**src/hdl/ptts_pkg.sv**
```systemverilog
// ----------------------------------------------------------------------------
// ptts_pkg: shared definitions for the periodic task tick scheduler
// Field widths, mode and kind codes, sequencer states and the record
// returned by the shared countdown unit.
// ----------------------------------------------------------------------------
`default_nettype none

package ptts_pkg;

  // Default number of task slots
  localparam int TASK_SLOTS_DEF = 8;

  // Field widths
  localparam int SLOT_W      = 4;
  localparam int TIME_W      = 16;
  localparam int IN_TDATA_W  = 40;
  localparam int OUT_TDATA_W = 8;

  // Input item selector (travels on s_tuser)
  localparam logic MODE_TICK   = 1'b0;
  localparam logic MODE_CREATE = 1'b1;

  // Result kind (travels on m_tuser)
  localparam logic KIND_CREATE = 1'b0;
  localparam logic KIND_DUE    = 1'b1;

  // Sequencer states
  typedef enum logic [1:0] {
    ST_IDLE,
    ST_WALK,
    ST_FLUSH
  } state_t;

  // Result of the shared countdown unit for one slot
  typedef struct packed {
    logic              due;
    logic [TIME_W-1:0] next_count;
  } dec_t;

endpackage

`default_nettype wire

```
**src/hdl/ptts_dec_unit.sv**
```systemverilog
// ----------------------------------------------------------------------------
// ptts_dec_unit: shared countdown unit
// Tests a slot's countdown for zero and forms its next value: period - 1
// on a due slot (wrapping to all ones for a zero period), countdown - 1
// otherwise. One compare and one subtractor serve every slot.
// ----------------------------------------------------------------------------
`default_nettype none

module ptts_dec_unit (
  input  wire logic [ptts_pkg::TIME_W-1:0] count,
  input  wire logic [ptts_pkg::TIME_W-1:0] period,
  output ptts_pkg::dec_t                   res
);

  logic                        is_zero;
  logic [ptts_pkg::TIME_W-1:0] operand;

  // Select reload or decrement, then one shared subtract
  always_comb begin
    is_zero        = (count == '0);
    operand        = is_zero ? period : count;
    res.due        = is_zero;
    res.next_count = operand - ptts_pkg::TIME_W'(1);
  end

endmodule

`default_nettype wire

```
**src/hdl/periodic_task_tick_scheduler.sv**
```systemverilog
// Create item: its acknowledgement is valid in the cycle after it is accepted.
// Tick item: the sequencer walks one slot per cycle through the shared countdown
//   unit unless output back-pressure holds it, then flushes the held due result.
// Each due slot gives one result; output back-pressure stalls the walk.
// s_tready is high only when idle and the output register is free or draining.
// Reset (rst, synchronous) clears all slot valid bits, the sequencer and m_tvalid.
// ----------------------------------------------------------------------------
// periodic_task_tick_scheduler: time-triggered cooperative task scheduler
// A table of task slots with period, countdown and valid bit. Create items
// program a slot; tick items report due slots in ascending order.
// ----------------------------------------------------------------------------
`default_nettype none

module periodic_task_tick_scheduler #(
  parameter int TASK_SLOTS = ptts_pkg::TASK_SLOTS_DEF
) (
  input  wire logic                             clk,
  input  wire logic                             rst,
  // Input stream
  input  wire logic                             s_tvalid,
  output      logic                             s_tready,
  // [3:0] slot, [19:4] period, [35:20] first_delay, [36] handler_valid
  input  wire logic [ptts_pkg::IN_TDATA_W-1:0]  s_tdata,
  // [0] mode
  input  wire logic                             s_tuser,
  // Result stream
  output      logic                             m_tvalid,
  input  wire logic                             m_tready,
  // [3:0] task_index, [4] error
  output      logic [ptts_pkg::OUT_TDATA_W-1:0] m_tdata,
  // [0] kind
  output      logic                             m_tuser,
  output      logic                             m_tlast
);

  localparam int IDX_W = (TASK_SLOTS > 1) ? $clog2(TASK_SLOTS) : 1;
  localparam logic [IDX_W-1:0] IDX_LAST = IDX_W'(TASK_SLOTS - 1);
  localparam int SLOT_W = ptts_pkg::SLOT_W;
  localparam int TIME_W = ptts_pkg::TIME_W;

  // Input field unpack
  logic [SLOT_W-1:0] in_slot;
  logic [TIME_W-1:0] in_period;
  logic [TIME_W-1:0] in_first;
  logic              in_handler;
  logic              create_ok;

  assign in_slot    = s_tdata[3:0];
  assign in_period  = s_tdata[19:4];
  assign in_first   = s_tdata[35:20];
  assign in_handler = s_tdata[36];
  assign create_ok  = in_handler && ({1'b0, in_slot} < (SLOT_W + 1)'(TASK_SLOTS));

  // Slot tables
  logic [TIME_W-1:0]     period_tab [TASK_SLOTS];
  logic [TIME_W-1:0]     count_tab  [TASK_SLOTS];
  logic [TASK_SLOTS-1:0] slot_valid;

  // Sequencer and pending result
  ptts_pkg::state_t state, state_next;
  logic [IDX_W-1:0] idx;
  logic             pend_valid;
  logic [IDX_W-1:0] pend_idx;

  // Output register payload
  logic              out_kind;
  logic [SLOT_W-1:0] out_task;
  logic              out_err;
  logic              out_last;

  // Control
  logic              out_free;
  logic              in_take;
  logic              tab_wr;
  logic              walk_step;
  logic              cd_we;
  logic              pend_set;
  logic              pend_clr;
  logic              out_load;
  logic              ld_kind;
  logic [SLOT_W-1:0] ld_task;
  logic              ld_err;
  logic              ld_last;
  logic              slot_hit;

  ptts_pkg::dec_t dec;

  // Shared countdown unit on the slot under visit
  ptts_dec_unit u_dec (
    .count  (count_tab[idx]),
    .period (period_tab[idx]),
    .res    (dec)
  );

  assign out_free = !m_tvalid || m_tready;
  assign in_take  = s_tvalid && s_tready;
  assign slot_hit = slot_valid[idx];

  // Next state
  always_comb begin
    state_next = state;
    case (state)
      ptts_pkg::ST_IDLE: begin
        if (in_take && (s_tuser == ptts_pkg::MODE_TICK)) state_next = ptts_pkg::ST_WALK;
      end
      ptts_pkg::ST_WALK: begin
        if (walk_step && (idx == IDX_LAST)) state_next = ptts_pkg::ST_FLUSH;
      end
      ptts_pkg::ST_FLUSH: begin
        if (!pend_valid || out_free) state_next = ptts_pkg::ST_IDLE;
      end
      default: state_next = ptts_pkg::ST_IDLE;
    endcase
  end

  // Sequencer outputs
  always_comb begin
    s_tready  = 1'b0;
    tab_wr    = 1'b0;
    walk_step = 1'b0;
    cd_we     = 1'b0;
    pend_set  = 1'b0;
    pend_clr  = 1'b0;
    out_load  = 1'b0;
    ld_kind   = ptts_pkg::KIND_DUE;
    ld_task   = SLOT_W'(pend_idx);
    ld_err    = 1'b0;
    ld_last   = 1'b0;
    case (state)
      ptts_pkg::ST_IDLE: begin
        s_tready = out_free;
        if (in_take && (s_tuser == ptts_pkg::MODE_CREATE)) begin
          tab_wr   = create_ok;
          out_load = 1'b1;
          ld_kind  = ptts_pkg::KIND_CREATE;
          ld_task  = in_slot;
          ld_err   = !create_ok;
          ld_last  = 1'b1;
        end
      end
      ptts_pkg::ST_WALK: begin
        // A second due slot pushes the held one out; stall if the output is busy
        if (slot_hit && dec.due && pend_valid) begin
          walk_step = out_free;
          out_load  = out_free;
        end else begin
          walk_step = 1'b1;
        end
        cd_we    = slot_hit && walk_step;
        pend_set = slot_hit && dec.due && walk_step;
      end
      ptts_pkg::ST_FLUSH: begin
        // Held result is the final one of this tick
        if (pend_valid && out_free) begin
          out_load = 1'b1;
          ld_last  = 1'b1;
          pend_clr = 1'b1;
        end
      end
      default: ;
    endcase
  end

  // Control registers
  always_ff @(posedge clk) begin
    if (rst) begin
      state      <= ptts_pkg::ST_IDLE;
      idx        <= '0;
      pend_valid <= 1'b0;
      slot_valid <= '0;
      m_tvalid   <= 1'b0;
    end else begin
      state <= state_next;
      if (walk_step) idx <= (idx == IDX_LAST) ? '0 : idx + 1'b1;
      if (pend_set) begin
        pend_valid <= 1'b1;
      end else if (pend_clr) begin
        pend_valid <= 1'b0;
      end
      if (tab_wr) slot_valid[in_slot[IDX_W-1:0]] <= 1'b1;
      if (out_load) begin
        m_tvalid <= 1'b1;
      end else if (m_tready) begin
        m_tvalid <= 1'b0;
      end
    end
  end

  // Table and payload registers
  always_ff @(posedge clk) begin
    if (tab_wr) begin
      period_tab[in_slot[IDX_W-1:0]] <= in_period;
      count_tab[in_slot[IDX_W-1:0]]  <= in_first;
    end else if (cd_we) begin
      count_tab[idx] <= dec.next_count;
    end
    if (pend_set) pend_idx <= idx;
    if (out_load) begin
      out_kind <= ld_kind;
      out_task <= ld_task;
      out_err  <= ld_err;
      out_last <= ld_last;
    end
  end

  assign m_tdata = {3'b000, out_err, out_task};
  assign m_tuser = out_kind;
  assign m_tlast = out_last;

endmodule

`default_nettype wire

```
**config.mk**
```make
export PLATFORM = sky130hd
export DESIGN_NAME = periodic_task_tick_scheduler
export DESIGN_NICKNAME = d
export VERILOG_FILES = /design/src/hdl/ptts_pkg.sv /design/src/hdl/ptts_dec_unit.sv /design/src/hdl/periodic_task_tick_scheduler.sv
export SDC_FILE = /design/constraint.sdc
export NUM_CORES = 1
export LEC_CHECK = 0
export ABC_AREA = 1
export BUFFER_PORTS_ARGS = -buffer_cell sky130_fd_sc_hd__buf_2
export CORE_MARGIN = 10
export CORE_UTILIZATION = 55
export DETAILED_ROUTE_END_ITERATION = 10
export PLACE_DENSITY = 0.85
export SLEW_MARGIN = 40
export SYNTH_ARGS = -nofsm -noshare
export SYNTH_HDL_FRONTEND = slang
export SYNTH_HIERARCHICAL = 1
export SYNTH_SLANG_ARGS = --single-unit
```
**constraint.sdc**
```tcl
create_clock -name clk -period 3.6 [get_ports clk]
set_clock_uncertainty 0.05 [all_clocks]
set_input_delay 0.36 -clock clk [delete_from_list [all_inputs] [get_ports clk]]
set_output_delay 0.36 -clock clk [all_outputs]
set_load 0.01 [all_outputs]
```
; Yosys cells after proc, flatten, opt, wreduce, memory -nomap -nowiden
; Memory sizes are Yosys's and may differ from the RTL's. A register that Yosys moved wholly into a read port is not among the register bits.
; Cells that the tools add are included.
[totals]
ram_bits = 256
in_bits = 45
memories = 2
latchBits = 0
regBits = 25
rom_bits = 0
word_cells = 93
output_inout_bits = 12
[op_classes]
shift = 0
mux = 43
n_bitwise = 2
n_reduce_logical = 23
n_addsub = 2
multipliers = 0
n_eq_ne = 6
div = 0
order_cmp = 4
[mem_list]
columns = name, depth, width, rd, rd_clocked_by_memory_dff, wr, line
row1 = count_tab, 8, 16, 1, 1, 1, periodic_task_tick_scheduler.sv:56  ; logic [TIME_W-1:0] count_tab [TASK_SLOTS];
row2 = period_tab, 8, 16, 1, 1, 1, periodic_task_tick_scheduler.sv:55  ; logic [TIME_W-1:0] period_tab [TASK_SLOTS];
[ops]
columns = operator, n
row1 = 16-bit two-way mux, 2
row2 = 1-bit two-way mux, 25
row3 = 3-bit two-way mux, 8
row4 = 16-bit logical NOT, 1
row5 = 16-bit OR reduction, 1
row6 = "16-bit by 1-bit subtractor with 16-bit output, second input constant", 1
row7 = 1-bit logical AND, 11
row8 = "3-bit by 4-bit < comparator with 1-bit output, second input constant", 2
row9 = 8-bit bitwise OR, 1
row10 = 2-bit two-way mux, 3
row11 = "2-bit != test, second input constant", 3
row12 = 2-bit case mux with 3 select lines, 1
row13 = "4-bit < comparator, second input constant", 1
row14 = 2-bit nonzero test, 2
row15 = "3-bit by 1-bit adder with 3-bit output, second input constant", 1
row16 = 1-bit binary-select mux with 3-bit select, 1
row17 = 1-bit demux with 3-bit select, 1
row18 = "3-bit equality test, second input constant", 1
row19 = "3-bit by 1-bit greater-or-equal comparator with 1-bit output, second input constant", 1
row20 = 1-bit logical NOT, 3
row21 = 1-bit case mux with 3 select lines, 1
row22 = 3-bit AND reduction, 1
row23 = "2-bit by 1-bit equality test with 1-bit output, second input constant", 1
row24 = "2-bit equality test, second input constant", 1
row25 = other kinds (5), 6

; Longest topological paths before layout
; Gate-level depths: netlist (run 1).
[logic_depth]
word_depth = 13
depth_mapped = 22
mapped_depth_nobuf = 19

; By module
; Netlist (run 1), hierarchy kept.
[modules_own_cells]
columns = mod, instances, seq_area_each_um2, cells_per_inst, area_each_um2
row1 = periodic_task_tick_scheduler, 1, 8348.0, 976, 11529.8
row2 = ptts_dec_unit, 1, 0.0, 159, 813.3

; Worst setup path after synthesis (run 1)
; Ideal clock, no wire load.
[synth_timing]
path_type = register to register
startpoint = reg with a tool-made name
endpoint = mem count_tab[6][0], enable pin
setup_ns = 0.388
stages_incl_launch_ff = 22
synth_period_minus_slack_ns = 3.593
path_buffers = 5
t_required_ns = 3.162
arrival_ns = 3.155
setup_slack_ns = 0.007
path_cell_list = dfxtp_1 > inv_2 > buf_2 > buf_2 > buf_2 > nor2_1 > o22ai_1 > nor2_1 > a31oi_1 > nor2_1 > nand2_1 > nor2_4 > nand2_4 > inv_1 > buf_4 > inv_1 > o211ai_4 > buf_6 > nand2_1 > nand2_1 > nand2_1 > nor2_1
[synth_rtl]
columns = element, line
row1 = "end, declared", periodic_task_tick_scheduler.sv:56

==> flow_results.org, run 1 <==
** Status
- The flow ran to the end, and the final reports show no timing, DRC or antenna violations.

** Timing
- At the pin with the least slew margin, the transition time is 0.8306 ns.
- Clock period minus final worst setup slack :: 3.391 ns
- Max-slew violations :: 0
- Total negative slack :: 0 ns
- In this run the tightest slew margin relative to its limit is 44.57%.
- Setup repair after global routing left no endpoint under its margin.
- Share of the clock period used by the worst path after layout :: a little over nine tenths
- Final setup violating endpoints :: 0
- Max frequency :: 294.9 MHz
- The count of final hold-check violations was 0.

** Yosys
- For this run, the number of Yosys warnings is 6.
- Synthesized netlist cell count :: 1,135
- Count of different cell masters after synthesis :: 40
- The synthesized netlist devotes less than 1% of its cell area to adder and majority cells.
- Syn avg cell area :: 10.87 µm²
- After synthesis, the share of flip-flops with an asynchronous set or reset is 0%.
- Summing the areas of all and, or, nand and nor instances in the mapped netlist gives 15.92% of the synthesized area.
- The most used flip-flop cell after synthesis is sky130_fd_sc_hd__edfxtp_1.
- After synthesis the cells add up to ~0.012 mm².
- Flops & latches, synth :: 284
- Xor and xnor area share after synthesis :: 0.4257%
- The portion of synthesized area spent on multiplexers is 0%.
- Of the synthesized area, sequential elements account for about two thirds.
- Dominant combinational cell family by area after synthesis :: simple AND/OR/NAND/NOR gates
- Count of flip-flops with a built-in enable after synthesis :: 266
- Compound-cell area share of the yosys netlist :: 10.57%

** Hold path
- Along the worst hold path, the cell count comes to 1.
- The worst hold path belongs to the class in2reg.

** Floorplan
- Initial standard-cell utilization of the core :: approximately 56%
- 57 I/O pins were placed.
- The initialized floorplan defines 54 standard-cell rows.
- Area of the core region :: 0.02196 mm²
- The die is 169.8 µm tall.
- Measured along the x axis, the die boundary spans 169.8 µm.
- Die Footprint :: 0.02883 mm²

** Clock network
- After clock tree synthesis, the clock-pin slew on the worst setup and hold paths is 0.07 ns.
- In this run the number of H-tree levels came out at 1.
- The tree is rooted in a sky130_fd_sc_hd__clkbuf_16.
- Maximum root-to-sink buffer count :: 3
- TritonCTS built the clock tree.
- Counting the buffers created by CTS gives 27.
- At the later pin of the worst-skew pair, clock insertion delay measures 0.54 ns.
- The clock drives 284 sinks.

** Route
- Remaining design rule violation count :: 0
- The detail route stage leaves a number of antenna-violating nets equal to 0.
- Total length of routed wires :: 27,500 µm
- Via count normalized by instance count :: 5.615
- Iter 0 DRT Violations :: about 960
- The routed layout has 8,591 vias.
- In the final routed layout, each cell accounts on average for ~18 µm.
- 1st-pass router iterations :: 5

** Critical path
- The worst setup path is launched from a flip-flop.
- Crit-path slowest cell :: sky130_fd_sc_hd__dfxtp_4
- Worst Reg2Reg Path Length in Cells :: 20
- Counting both buffers and inverters, the worst setup path holds a total of 6.
- In this design, the stage delay of the slowest critical-path cell is 0.36 ns.
- The cell that appears most often on the critical path is sky130_fd_sc_hd__buf_4.
- Data on the critical path is required at its endpoint by approximately 3.9 ns.
- CP max FO :: 15
- Grouping stages by cell kind, the critical path spends the most delay in simple AND/OR/NAND/NOR gates.
- Crit-path cells :: inv_2 -> buf_4 -> o21ai_0 -> o22ai_1 -> nor2_1 -> a31oi_1 -> nor2_1 -> nand2_2 -> nor2_8 -> buf_4 -> nand3_1 -> nand2_1 -> nor2_1 -> nand2_1 -> nor2_2 -> buf_4 -> xor2_1 -> inv_1 -> o21ai_1 -> buf_4
- Data arrival time of the worst path :: roughly 3.7 ns
- The critical path is of the reg2reg type.
- Critical Path End Type :: flip-flop
- Critical Path Stages :: 20

** Layout
- Cells with a size suffix above 1 make up 17.28% of the layout.
- Area of all placed cells without fillers :: 0.01430 mm²
- In the final design database the tool counted 1,277 nets.
- Antenna Cells :: 0
- From synthesis to final layout, the design area changed by 15.88%.
- The filler cells instantiated in the layout total 1,504.

** Placed design
- Count of buffers inserted at the top-level ports :: 50
- The wire-length estimate of the detail-placed layout is 16,900 µm.
- Routability-driven placement finished with a final weighted congestion of 0.9712.
- Post-place instance area :: 0.01341 mm²

** GRT
- Largest net degree at the start of global routing :: just under 50
- Global route overflow :: 0
- Wire length of the first global-routing pass :: between 40,000 and 50,000 µm
- Via count of the first global-routing pass :: 8,197
- Antenna violations before repair :: 1
- Global-route usage over all layers :: 18.66%

** Power
- In this run the static leakage power is around 5.4 nW.
- PD cells :: 506.5 mW/mm²
- Overall power consumption after layout is estimated at between 7 and 8 mW.
- VDD sags by at most approximately 0.00034 V.

** Flow run
- Max-cap violations in this run came to 0.
==> per-layer routing <==
layer | vias up | share of wire (%) | global-route usage, %
met3 | 48 | 8.6 | 3.164
met2 | 391 | 49 | 31.58
met1 | 4036 | 40 | 24.61
met4 | 2 | 1.8 | 4.464
li1 | 4114 | - | -
met5 | - | 0.025 | 0
==> synthesized netlist by cell type, types with 2 or more instances <==
cell / count / area share (%)
sky130_fd_sc_hd__nor2_1: 283 / 8.6
sky130_fd_sc_hd__edfxtp_1: 266 / 65
sky130_fd_sc_hd__o21ai_0: 143 / 5.8
sky130_fd_sc_hd__nand2_1: 112 / 3.4
sky130_fd_sc_hd__inv_1: 77 / 2.3
sky130_fd_sc_hd__a31oi_1: 32 / 1.6
sky130_fd_sc_hd__o22ai_1: 32 / 1.6
sky130_fd_sc_hd__clkbuf_1: 31 / 0.94
sky130_fd_sc_hd__nand3_1: 22 / 0.89
sky130_fd_sc_hd__dfxtp_1: 18 / 2.9
sky130_fd_sc_hd__buf_2: 16 / 0.65
sky130_fd_sc_hd__a21oi_1: 9 / 0.36
sky130_fd_sc_hd__nand2_2: 8 / 0.41
sky130_fd_sc_hd__o21ai_1: 8 / 0.32
sky130_fd_sc_hd__inv_2: 6 / 0.18
sky130_fd_sc_hd__nor2_2: 6 / 0.30
sky130_fd_sc_hd__o2111ai_1: 6 / 0.43
sky130_fd_sc_hd__buf_1: 5 / 0.15
sky130_fd_sc_hd__buf_4: 5 / 0.30
sky130_fd_sc_hd__buf_6: 5 / 0.46
sky130_fd_sc_hd__nand3b_1: 5 / 0.30
sky130_fd_sc_hd__nor2_4: 5 / 0.46
sky130_fd_sc_hd__xor2_1: 5 / 0.35
sky130_fd_sc_hd__nand3_2: 4 / 0.32
sky130_fd_sc_hd__ha_1: 3 / 0.30
sky130_fd_sc_hd__nand2_4: 3 / 0.27
sky130_fd_sc_hd__nand4_1: 3 / 0.15
sky130_fd_sc_hd__o21a_1: 3 / 0.18
sky130_fd_sc_hd__nand3_4: 2 / 0.28
sky130_fd_sc_hd__nor3_1: 2 / 0.081
==> cell families (layout without fill, tap and decap cells) <==
group | Yosys count | in the layout
and+or+nand+nor | 459 | 459
other | 1 | 3
DFF | 284 | 284
adders and majority gates | 3 | 3
AOI/OAI and AO/OA | 235 | 235
xor gates and xnor gates | 6 | 6
buffers and inverters | 147 | 260
==> flip-flops by register name, summed over array words and instances (netlist names), 2 cells and up, named ones only <==
register and flops:
state 2, count_tab 128, out_task 4, slot_valid 8, period_tab 128, pend_idx 3
idx 3
==> layout make-up <==
type                       count  area [µm²]  share of cell area, %
clock inverter                11       106.4                 0.7435
timing repair buffer         125        1008                  7.050
tap                          280       350.3                  2.449
inverter                      85       321.6                  2.248
sequential                   284        8353                  58.40
multi-input combinational    706        3413                  23.86
clock buffer                  39       750.7                  5.248
==> where the power goes <==
group	switching, mW	internal [mW]
sequential	0.0171	3.64
combinational	0.541	0.309
clock	1.14	1.59
==> worst paths after layout <==
path,start,to,slack [ns]
setup / recovery,flip-flop,count_tab[4][8]$_DFFE_PP_,0.21
hold / removal,s_tdata[6],period_tab[7][2]$_DFFE_PP_,0.03
setup reg to reg,flip-flop,count_tab[4][8]$_DFFE_PP_,0.21
hold reg to reg,slot_valid[2]$_SDFFE_PP0N_,slot_valid[2]$_SDFFE_PP0N_,0.41
==> placed cells by master, fill, tap and decap left out, types with 22 or more instances in the layout <==
cell type,count
sky130_fd_sc_hd__buf_4,58
sky130_fd_sc_hd__clkbuf_16,27
sky130_fd_sc_hd__edfxtp_1,266
sky130_fd_sc_hd__o22ai_1,32
sky130_fd_sc_hd__buf_2,50
sky130_fd_sc_hd__a31oi_1,31
sky130_fd_sc_hd__nand2_1,111
sky130_fd_sc_hd__nand3_1,22
sky130_fd_sc_hd__inv_1,77
sky130_fd_sc_hd__o21ai_0,135
sky130_fd_sc_hd__nor2_1,280
==> timing repair <==
| action | CTS | global route |
|---|---|---|
| gates resized for setup | 0 | 16 |
| endpoints found under the setup margin | 0 | 165 |
| buffers inserted | 0 | 0 |
| hold buffers | 0 | 0 |
==> stage by stage <==
stage	worst slack (ns)	std cells	hold WS [ns]	util, %
6_report	0.2095	1530	0.03397	65.14
4_1_cts	0.002307	1530	0.02926	64.95
5_1_grt	0.007675	1530	0.03490	65.14
3_3_place_gp	0.1668	1480	0.3940	61.05
3_5_place_dp	0.04456	1480	0.3988	61.05
2_1_floorplan	0.006801	1137	0.3854	-
(Power assumes the default switching activity.)
==> inputs of run 2 (changes only) <==
==> constraint.sdc (replaced) <==
create_clock -name clk -period 3.6 [get_ports clk]
set_clock_uncertainty 0.05 [all_clocks]
set_input_delay 0.54 -clock clk [delete_from_list [all_inputs] [get_ports clk]]
set_output_delay 0.54 -clock clk [all_outputs]
set_load 0.01 [all_outputs]
==> run 2 against run 1 <==
  * Largest power group unchanged
  * First-iteration DRC count fell by 4.5%
  * Die area did not move
  * Fmax up 1.0%
  * Via count up 2.0%
  * Core utilization about the same
  * Critical path depth increased by 2
  * Largest cell class unchanged
  * Total power is 0.13% higher
==> flow_results.org, run 2 (synthesized netlist as in run 1, its figures left out) <==
** Power
- The power per cell area was 507.4 mW/mm² (was 506.5 mW/mm²).
- Clock network fraction of design power :: 37.7% (about the same)
- The net switching power is 1.721 mW (was 1.703 mW).
- Switching part of the total :: 23.73% (was 23.50%)
- Gate power share :: 11.8% (was 11.7%)
- Leakage power summed over all cells :: 5.311 nW (was 5.355 nW)
- The internal power came to 5.532 mW (was 5.542 mW).
- Flop pwr share :: 50.5% (was 50.6%)
- Largest vdd supply drop :: 0.0003746 V (was 0.0003393 V)
- Design Power :: 7.254 mW (was 7.244 mW)

** Layout
- The post-route standard cell area excluding fillers came to 0.01430 mm² (about the same).
- Final std cells w/o fill :: 1,519 (was 1,530)
- Most common library cell in the layout ignoring fill and taps :: sky130_fd_sc_hd__nor2_1 (unchanged)
- The diode insertion count for antenna repair came to 0 (unchanged).
- Multi-input logic area :: 0.003445 mm² (was 0.003413 mm²)
- FF/Latch Area :: 0.008353 mm² (unchanged)
- Most frequent cells in the layout: sky130_fd_sc_hd__nor2_1, sky130_fd_sc_hd__edfxtp_1, sky130_fd_sc_hd__o21ai_0 (unchanged).
- The post-layout net count is 1,268 (was 1,277).
- Share of post-route cells with drive strength above 1 :: 17.19% (was 17.28%)
- Filler Cell Count :: 1,503 (was 1,504)
- Synthesis-to-finish area growth :: 15.82% (was 15.88%)

** Critical path
- Critical Path Max Stage Delay :: 0.38 ns (was 0.36 ns)
- The arrival time at the worst endpoint is 3.59 ns (was 3.73 ns).
- The worst reg-to-reg path cell count was 22 (was 20).
- Cell occurring most often along the worst timing path :: sky130_fd_sc_hd__nand2_1 (was sky130_fd_sc_hd__buf_4)
- Crit-path slowest cell :: sky130_fd_sc_hd__dfxtp_4 (unchanged)
- Critical Path End Type :: flip-flop (unchanged)
- The data required time at the worst endpoint is 3.83 ns (was 3.94 ns).
- The class of the most critical setup path is reg2reg (unchanged).
- Crit-path cells: inv_2 -> buf_12 -> nor2_1 -> o22ai_1 -> nor2_1 -> a31oi_2 -> nor2_1 -> nand2_1 -> nor2_4 -> buf_4 -> nand3_1 -> nand2_1 -> nor2_2 -> nand2_1 -> buf_4 -> nor2_1 -> nand2_1 -> nand2_1 -> nand2_1 -> inv_1 -> o21ai_1 -> buf_4 (was inv_2 -> buf_4 -> o21ai_0 -> o22ai_1 -> nor2_1 -> a31oi_1 -> nor2_1 -> nand2_2 -> nor2_8 -> buf_4 -> nand3_1 -> nand2_1 -> nor2_1 -> nand2_1 -> nor2_2 -> buf_4 -> xor2_1 -> inv_1 -> o21ai_1 -> buf_4).
- CP max FO :: 45 (was 15)
- The critical path launch point type was a flip-flop (unchanged).

** Status
- Run status: completed (unchanged).

** Floorplan
- The initial cell density of the core was 56.21% (unchanged).
- Die height :: 169.8 µm (unchanged)
- Die Footprint :: 0.02883 mm² (unchanged)
- The number of top-level design ports was 57 (unchanged).
- Floorplan row count :: 54 (unchanged)
- Die width :: 169.8 µm (unchanged)
- Area of the core region :: 0.02196 mm² (unchanged)

** GRT
- Global-route track usage on met1 :: 25.46% (was 24.61%)
- Antenna violations before repair :: 1 (unchanged)
- The maximum number of pins on one net before global-route repair came to 51 (was 49).
- Global route overflow :: 0 (unchanged)
- The global-route met2 utilization came to 32.73% (was 31.58%).
- The aggregate global-route resource usage was 19.34% (was 18.66%).
- The number of global-route vias before repair was 8,384 (was 8,197).
- Met3 Resource Use GR :: 3.047% (was 3.164%)
- The wire length of the first global-routing pass was 44,390 µm (was 42,840 µm).
- The layer with the highest usage is met2 (unchanged).

** Timing
- Max-slew violations :: 0 (unchanged)
- Slew HR :: 45.88% (was 44.57%)
- Final setup violating endpoints :: 0 (unchanged)
- The pin slew with the least headroom to its limit is 0.8108 ns (was 0.8306 ns).
- Final Hold Slack :: 0.2204 ns (was 0.03397 ns)
- The part of the cycle the worst path needs came to 93.24% (was 94.18%).
- The minimum clock period is 3.357 ns (was 3.391 ns).
- The fmax was 297.9 MHz (was 294.9 MHz).
- Number of endpoints with negative hold slack in the final report :: 0 (unchanged)

** Placed design
- The count of port buffers added during placement is 50 (unchanged).
- Number of placed instances with taps included :: 1,471 (was 1,480)
- Routability Congestion :: 0.9602 (was 0.9712)
- Post-place instance area :: 0.01336 mm² (was 0.01341 mm²)
- The detailed-placement wirelength estimate is 17,320 µm (was 16,900 µm).

** Route
- Via count normalized by instance count :: 5.768 (was 5.615)
- Iter 0 DRT Violations :: 914 (was 957)
- The number of search-and-repair iterations in the first detailed-routing pass came to 5 (unchanged).
- Average wire per cell in the routed design :: 18.53 µm (was 17.97 µm)
- The total routed wirelength came to 28,150 µm (was 27,500 µm).
- The DRC violation count after routing was 0 (unchanged).
- Number of vias after detailed routing :: 8,761 (was 8,591)
- Post-route antenna net violation count :: 0 (unchanged)

** Hold path
- Hold path cells :: 1 (unchanged)
- The path type of the worst min-delay path was in2reg (unchanged).

** Flow run
- The number of max-cap violations is 0 (unchanged).

** Clock network
- The sink count of the clock tree was 284 (unchanged).
- Clock root buffer :: sky130_fd_sc_hd__clkbuf_16 (unchanged)
- The clock tree from TritonCTS is built (unchanged).
- Clock-pin slew of the registers on the worst-case setup and hold paths :: 0.07 ns (about the same)
- Number of buffers inserted for hold repair after clock tree synthesis :: 0 (unchanged)
- The H-tree depth reported by CTS came to 1 (unchanged).
- Maximum root-to-sink buffer count :: 3 (unchanged)
- The number of CTS-inserted buffers is 27 (unchanged).
- Clock latency reported for the late side of the worst-skew pair :: 0.54 ns (about the same)
## run 2: cell count changes in the layout (fill, tap and decap cells not counted), sizes merged
cell and change:
clkinv +5, clkinvlp +1, inv -1, bufinv +1
buf -9, clkbuf -8
## run 2: through the flow
stage | util [%] | worst slack [ns] | setup TNS, ns
5_1_grt | 65.11 | -0.03007 | -0.4835
6_report | 65.11 | 0.2434 | 0
4_1_cts | 64.74 | 0.01458 | 0
3_3_place_gp | 60.85 | 0.1535 | 0
3_5_place_dp | 60.85 | 0.02338 | 0
2_1_floorplan | - | 0.006801 | 0
## run 2: metal layers
metal  vias up  share of wire [%]
li1       4098                  -
met1      4169                 39
met2       434                 50
met3        58                8.9
met4         2                2.1
met5         -              0.046
## run 2: worst paths after layout
path | slack (ns) | endpoint | start
max | 0.24 | count_tab[5][15]$_DFFE_PP_ | flip-flop
min | 0.22 | period_tab[7][1]$_DFFE_PP_ | s_tdata[5]
max reg2reg | 0.24 | count_tab[5][15]$_DFFE_PP_ | flip-flop
min reg2reg | 0.40 | slot_valid[2]$_SDFFE_PP0N_ | slot_valid[2]$_SDFFE_PP0N_
## run 2: power by group through the flow
| stage | combinational, mW | clock [mW] | sequential [mW] |
|---|---|---|---|
| global route | 0.941 | 2.92 | 3.66 |
| finish | 0.854 | 2.74 | 3.66 |
| detailed placement | 0.815 | 0 | 3.73 |
| global placement | 0.786 | 0 | 3.73 |
| floorplan | 0.515 | 0 | 3.73 |
| CTS | 0.828 | 2.77 | 3.66 |
## run 2: timing repair
item	in CTS	in global routing
setup buffers	0	0
setup endpoints to repair	8	104
gates resized for setup	1	20
gates cloned	0	0
hold endpoints to repair	0	0
## run 2: area by class of cell
class | count | area share [%]
Clock inverter | 17 | 1.138
Clock buffer | 31 | 4.831
Tap cell | 280 | 2.451
Multi-Input combinational cell | 706 | 24.09
Inverter | 85 | 2.249
Sequential cell | 284 | 58.43
Timing Repair Buffer | 116 | 6.809
## run 2: critical path: cells and delay by family, from the launching register on
kind                   cells  cell delay, ns
DFF                        1            0.38
AOI/OAI and AO/OA          3            0.49
buffers and inverters      6            0.86
and+or+nand+nor           13            1.32
==> inputs of run 3 (changes only) <==
--- a/config.mk
+++ b/config.mk
@@ -5,7 +5,6 @@
 export SDC_FILE = /design/constraint.sdc
 export NUM_CORES = 1
 export LEC_CHECK = 0
-export ABC_AREA = 1
 export BUFFER_PORTS_ARGS = -buffer_cell sky130_fd_sc_hd__buf_2
 export CORE_MARGIN = 10
 export CORE_UTILIZATION = 55
==> run 3 against run 2 <==
  * The flow now finishes with violations (setup timing)
  * Core utilization rose by 4.2 points
  * Global-route usage shrank 0.080 points
  * Synthesized cell count shrank 41%
  * Flip-flop and latch count did not move
  * Register-to-register slack worse by 0.59 ns
  * Cell count decreased by 25%
  * Combinational power rose by 26%
  * Critical path type unchanged
  * Largest cell class unchanged
==> flow_results.org, run 3 <==
** Floorplan
- The number of top-level design ports is 57 (unchanged).
- The total die area was 0.02835 mm² (was 0.02883 mm²).
- The die extent in x is 168.4 µm (was 169.8 µm).
- The row count is 54 (unchanged).
- Die height :: 168.4 µm (was 169.8 µm)
- The core footprint came to 0.02176 mm² (was 0.02196 mm²).
- The initial cell density of the core came to 55.65% (was 56.21%).

** Critical path
- Kind of start point of the critical path :: flip-flop (unchanged)
- Critical path destination :: count_tab[0][14]$_DFFE_PP_ (was count_tab[5][15]$_DFFE_PP_)
- Critical Path End Type :: flip-flop (unchanged)
- Register-to-register setup slack :: -0.35 ns (was 0.24 ns)
- Worst Reg2Reg Path Length in Cells :: 15 (was 22)
- The endpoint of the lowest-slack register-to-register path is count_tab[0][14]$_DFFE_PP_ (was count_tab[5][15]$_DFFE_PP_).
- Data arrival time of the worst path :: 4.17 ns (was 3.59 ns)
- The critical-path maximum fanout came to 8 (was 45).
- The class of the most critical setup path was reg2reg (unchanged).
- CP Data Required Time :: 3.82 ns (was 3.83 ns)

** Clock network
- The clock slew at the register clock pins of the worst setup and hold paths was 0.06 ns (was 0.07 ns).
- Number of buffers added by the clock tree synthesis step :: 28 (was 27)
- CTS tree :: built (unchanged)
- The clock latency on the worst-skew pair came to 0.54 ns (about the same).
- Clock root buffer :: sky130_fd_sc_hd__clkbuf_16 (unchanged)
- The maximum count of clock buffers along a single path was 3 (unchanged).
- The H-tree depth reported by CTS was 1 (unchanged).
- Clock sink count :: 284 (unchanged)

** Route
- Via count normalized by instance count :: 6.297 (was 5.768)
- The number of nets still failing antenna checks after routing is 0 (unchanged).
- The DRC violation count after routing came to 0 (unchanged).
- The wire length per cell is 25.37 µm (was 18.53 µm).
- Iter 0 DRT Violations :: 708 (was 914)
- The number of search-and-repair iterations in the first detailed-routing pass is 5 (unchanged).
- The via count of the routed design was 7,135 (was 8,761).
- Total length of routed wires :: 28,750 µm (was 28,150 µm)

** Yosys
- The number of flops mapped to enable cells by yosys is 266 (unchanged).
- The cell with the most instances after synthesis is sky130_fd_sc_hd__edfxtp_1 (was sky130_fd_sc_hd__nor2_1).
- The mean post-synth cell area came to 18.18 µm² (was 10.87 µm²).
- Main flop type after synthesis :: sky130_fd_sc_hd__edfxtp_1 (unchanged)
- Fraction of registers with async set or reset after synthesis :: 0% (unchanged)
- Cell accounting for the most synthesized area :: sky130_fd_sc_hd__edfxtp_1 (unchanged)
- Flops & latches, synth :: 284 (unchanged)
- The top-area cell type share of the netlist area is 65.98% (was 64.71%).
- The number of warnings reported in the yosys synthesis log was 6 (unchanged).
- Top area cells in the synthesized netlist :: sky130_fd_sc_hd__edfxtp_1, sky130_fd_sc_hd__mux4_2, sky130_fd_sc_hd__mux2_2 (was sky130_fd_sc_hd__edfxtp_1, sky130_fd_sc_hd__nor2_1, sky130_fd_sc_hd__o21ai_0)
- Synthesized netlist cell count :: 666 (was 1,135)
- The sequential share of the synthesized area is 68.95% (was 67.63%).
- Cell types with the highest counts after synthesis: sky130_fd_sc_hd__edfxtp_1, sky130_fd_sc_hd__mux4_2, sky130_fd_sc_hd__mux2_2 (was sky130_fd_sc_hd__nor2_1, sky130_fd_sc_hd__edfxtp_1, sky130_fd_sc_hd__o21ai_0).
- The count of unique library cells instantiated by Yosys came to 70 (was 40).
- The combined area of all synthesized cells came to 0.01211 mm² (was 0.01234 mm²).

** Power
- Design Power :: 7.573 mW (was 7.254 mW)
- PD cells :: 502.5 mW/mm² (was 507.4 mW/mm²)
- The maximum VDD drop was 0.0004974 V (was 0.0003746 V).
- Leakage power summed over all cells :: 5.062 nW (was 5.311 nW)

** Status
- Run status: finished, violations left (was completed).
- The final reports fail on setup timing.

** GRT
- Antenna violations before repair :: 2 (was 1)
- The global route total overflow is 0 (unchanged).
- The aggregate global-route resource usage came to 19.26% (was 19.34%).
- Wire length of the first global-routing pass :: 42,460 µm (was 44,390 µm)
- Largest net degree at the start of global routing :: 23 (was 51)
- Via count of the first global-routing pass :: 7,204 (was 8,384)

** Timing
- Slew HR :: 61.94% (was 45.88%)
- Final setup violating endpoints :: 266 (was 0)
- Setup repair after global routing could not meet its margin everywhere.
- The setup slack after layout came to -0.3498 ns (was 0.2434 ns).
- Max-slew violations :: 0 (unchanged)
- Share of the clock period used by the worst path after layout :: 109.7% (was 93.24%)
- The final-layout setup total negative slack is -59.82 ns (was 0 ns).
- The pin slew with the least headroom to its limit is 0.5694 ns (was 0.8108 ns).
- The worst hold-check slack is 0.2171 ns (was 0.2204 ns).
- Max frequency :: 253.2 MHz (was 297.9 MHz)
- Clock period minus final worst setup slack :: 3.950 ns (was 3.357 ns)
- The count of final hold-check violations was 0 (unchanged).

** Flow run
- Number of maximum-capacitance constraint violations :: 0 (unchanged)

** Placed design
- The cell count after placement is 1,054 (was 1,471).
- Worst slack at placement :: -0.3519 ns (was 0.02338 ns)
- Routability Congestion :: 0.9075 (was 0.9602)
- Count of buffers inserted at the top-level ports :: 50 (unchanged)
- The post-detailed-placement cell area is 0.01350 mm² (was 0.01336 mm²).
- Dpl hpwl :: 17,780 µm (was 17,320 µm)

** Layout
- The fill cell total of the finished layout was 1,325 (was 1,503).
- The multi-input logic area is 0.003890 mm² (was 0.003445 mm²).
- Share of post-route cells with drive strength above 1 :: 44.72% (was 17.19%)
- The post-layout net count was 878 (was 1,268).
- The area taken by flip-flops and latches was 0.008353 mm² (unchanged).
- Area of all placed cells without fillers :: 0.01507 mm² (was 0.01430 mm²)
- Layout Utilization :: 69.27% (was 65.11%)
- The leading cell type in the layout, fill and taps excluded is sky130_fd_sc_hd__edfxtp_1 (was sky130_fd_sc_hd__nor2_1).
- Most frequent cells in the layout: sky130_fd_sc_hd__edfxtp_1, sky130_fd_sc_hd__buf_4, sky130_fd_sc_hd__mux4_2 (was sky130_fd_sc_hd__nor2_1, sky130_fd_sc_hd__edfxtp_1, sky130_fd_sc_hd__o21ai_0).
- Synthesis-to-finish area growth :: 24.48% (was 15.82%)
- The number of cells in the finished layout apart from fillers was 1,133 (was 1,519).

** Hold path
- Worst min path class :: in2reg (unchanged)
## run 3: changes by cell type after synthesis, sizes merged, moves of 15 or more
cell | previous run | this run
inv | 84 | 12
nand2 | 123 | 18
o21ai | 151 | 7
mux2 | 0 | 52
a31oi | 32 | 5
nor3 | 3 | 20
mux4 | 0 | 64
nor2 | 295 | 21
clkbuf | 31 | 16
o22ai | 32 | 3
## run 3: critical path, cell delays in order, from the launching register on
cell and delay, ns:
sky130_fd_sc_hd__dfxtp_4 0.42, sky130_fd_sc_hd__buf_6 0.15, sky130_fd_sc_hd__mux4_2 0.50, sky130_fd_sc_hd__mux2_4 0.29
sky130_fd_sc_hd__or4_4 0.57, sky130_fd_sc_hd__nor3_4 0.21, sky130_fd_sc_hd__nand2_2 0.11, sky130_fd_sc_hd__clkinv_4 0.08
sky130_fd_sc_hd__a21oi_4 0.06, sky130_fd_sc_hd__ha_2 0.18, sky130_fd_sc_hd__nor3b_4 0.16, sky130_fd_sc_hd__nand2_2 0.10
sky130_fd_sc_hd__a211oi_4 0.07, sky130_fd_sc_hd__a311oi_2 0.33, sky130_fd_sc_hd__a211oi_2 0.09, sky130_fd_sc_hd__mux2_4 0.32
## run 3: layer usage
metal / wire [µm] / share of wire [%] / track usage [%] / up-vias
met1: 10980 / 38 / 24.43 / 3660
li1: - / - / - / 3083
met5: 7 / 0.024 / 0 / -
met4: 623 / 2.2 / 4.542 / 2
met2: 15020 / 52 / 33.34 / 327
met3: 2117 / 7.4 / 3.888 / 63
## run 3: area by class of cell
cell class / count / share of cell area [%]
antenna: 1 / 0.01660
clock buffer: 38 / 5.172
clock inverter: 14 / 0.7804
inverter: 13 / 0.3570
multi-input combinational: 336 / 25.81
sequential: 284 / 55.43
tap: 280 / 2.325
timing repair buffer: 167 / 10.11
## run 3: worst min path at each step
stage,startpoint,endpoint,slack [ns],cells after the start
6_report,s_tdata[19],period_tab[0][15]$_DFFE_PP_,0.22,1
5_1_grt,s_tdata[7],period_tab[1][3]$_DFFE_PP_,0.22,1
4_1_cts,rst,state[1]$_SDFFE_PP0P_,0.19,2
3_5_place_dp,slot_valid[3]$_SDFFE_PP0N_,slot_valid[3]$_SDFFE_PP0N_,0.40,1
3_3_place_gp,slot_valid[3]$_SDFFE_PP0N_,slot_valid[3]$_SDFFE_PP0N_,0.40,1
2_1_floorplan,idx[1]$_SDFFE_PP0N_,pend_idx[1]$_DFFE_PP_,0.38,0
## run 3: timing repair
item,CTS,global route
endpoints found under the setup margin,265,272
resized for setup,39,23
cloned,4,4
pin swaps,13,13
setup buffers,11,9
hold buffers,0,0
## run 3: logic make-up (layout without fill, tap and decap cells)
kind of cell / after synthesis / after routing / synth area share, %
other: 1 / 4 / 0.03097
flip-flops: 284 / 284 / 68.95
multiplexers: 118 / 118 / 17.22
adder cells (fa/ha/maj): 3 / 3 / 0.3101
buffers and inverters: 49 / 232 / 2.077
AND/OR/NAND/NOR: 128 / 128 / 5.984
AO/OA/AOI/OAI: 76 / 77 / 4.920
XOR/XNOR: 7 / 7 / 0.5064
## run 3: power by group
part	internal [mW]	switching (mW)	total, mW
Clock	1.65	1.17	2.82
Combinational	0.557	0.523	1.08
Sequential	3.65	0.0286	3.67
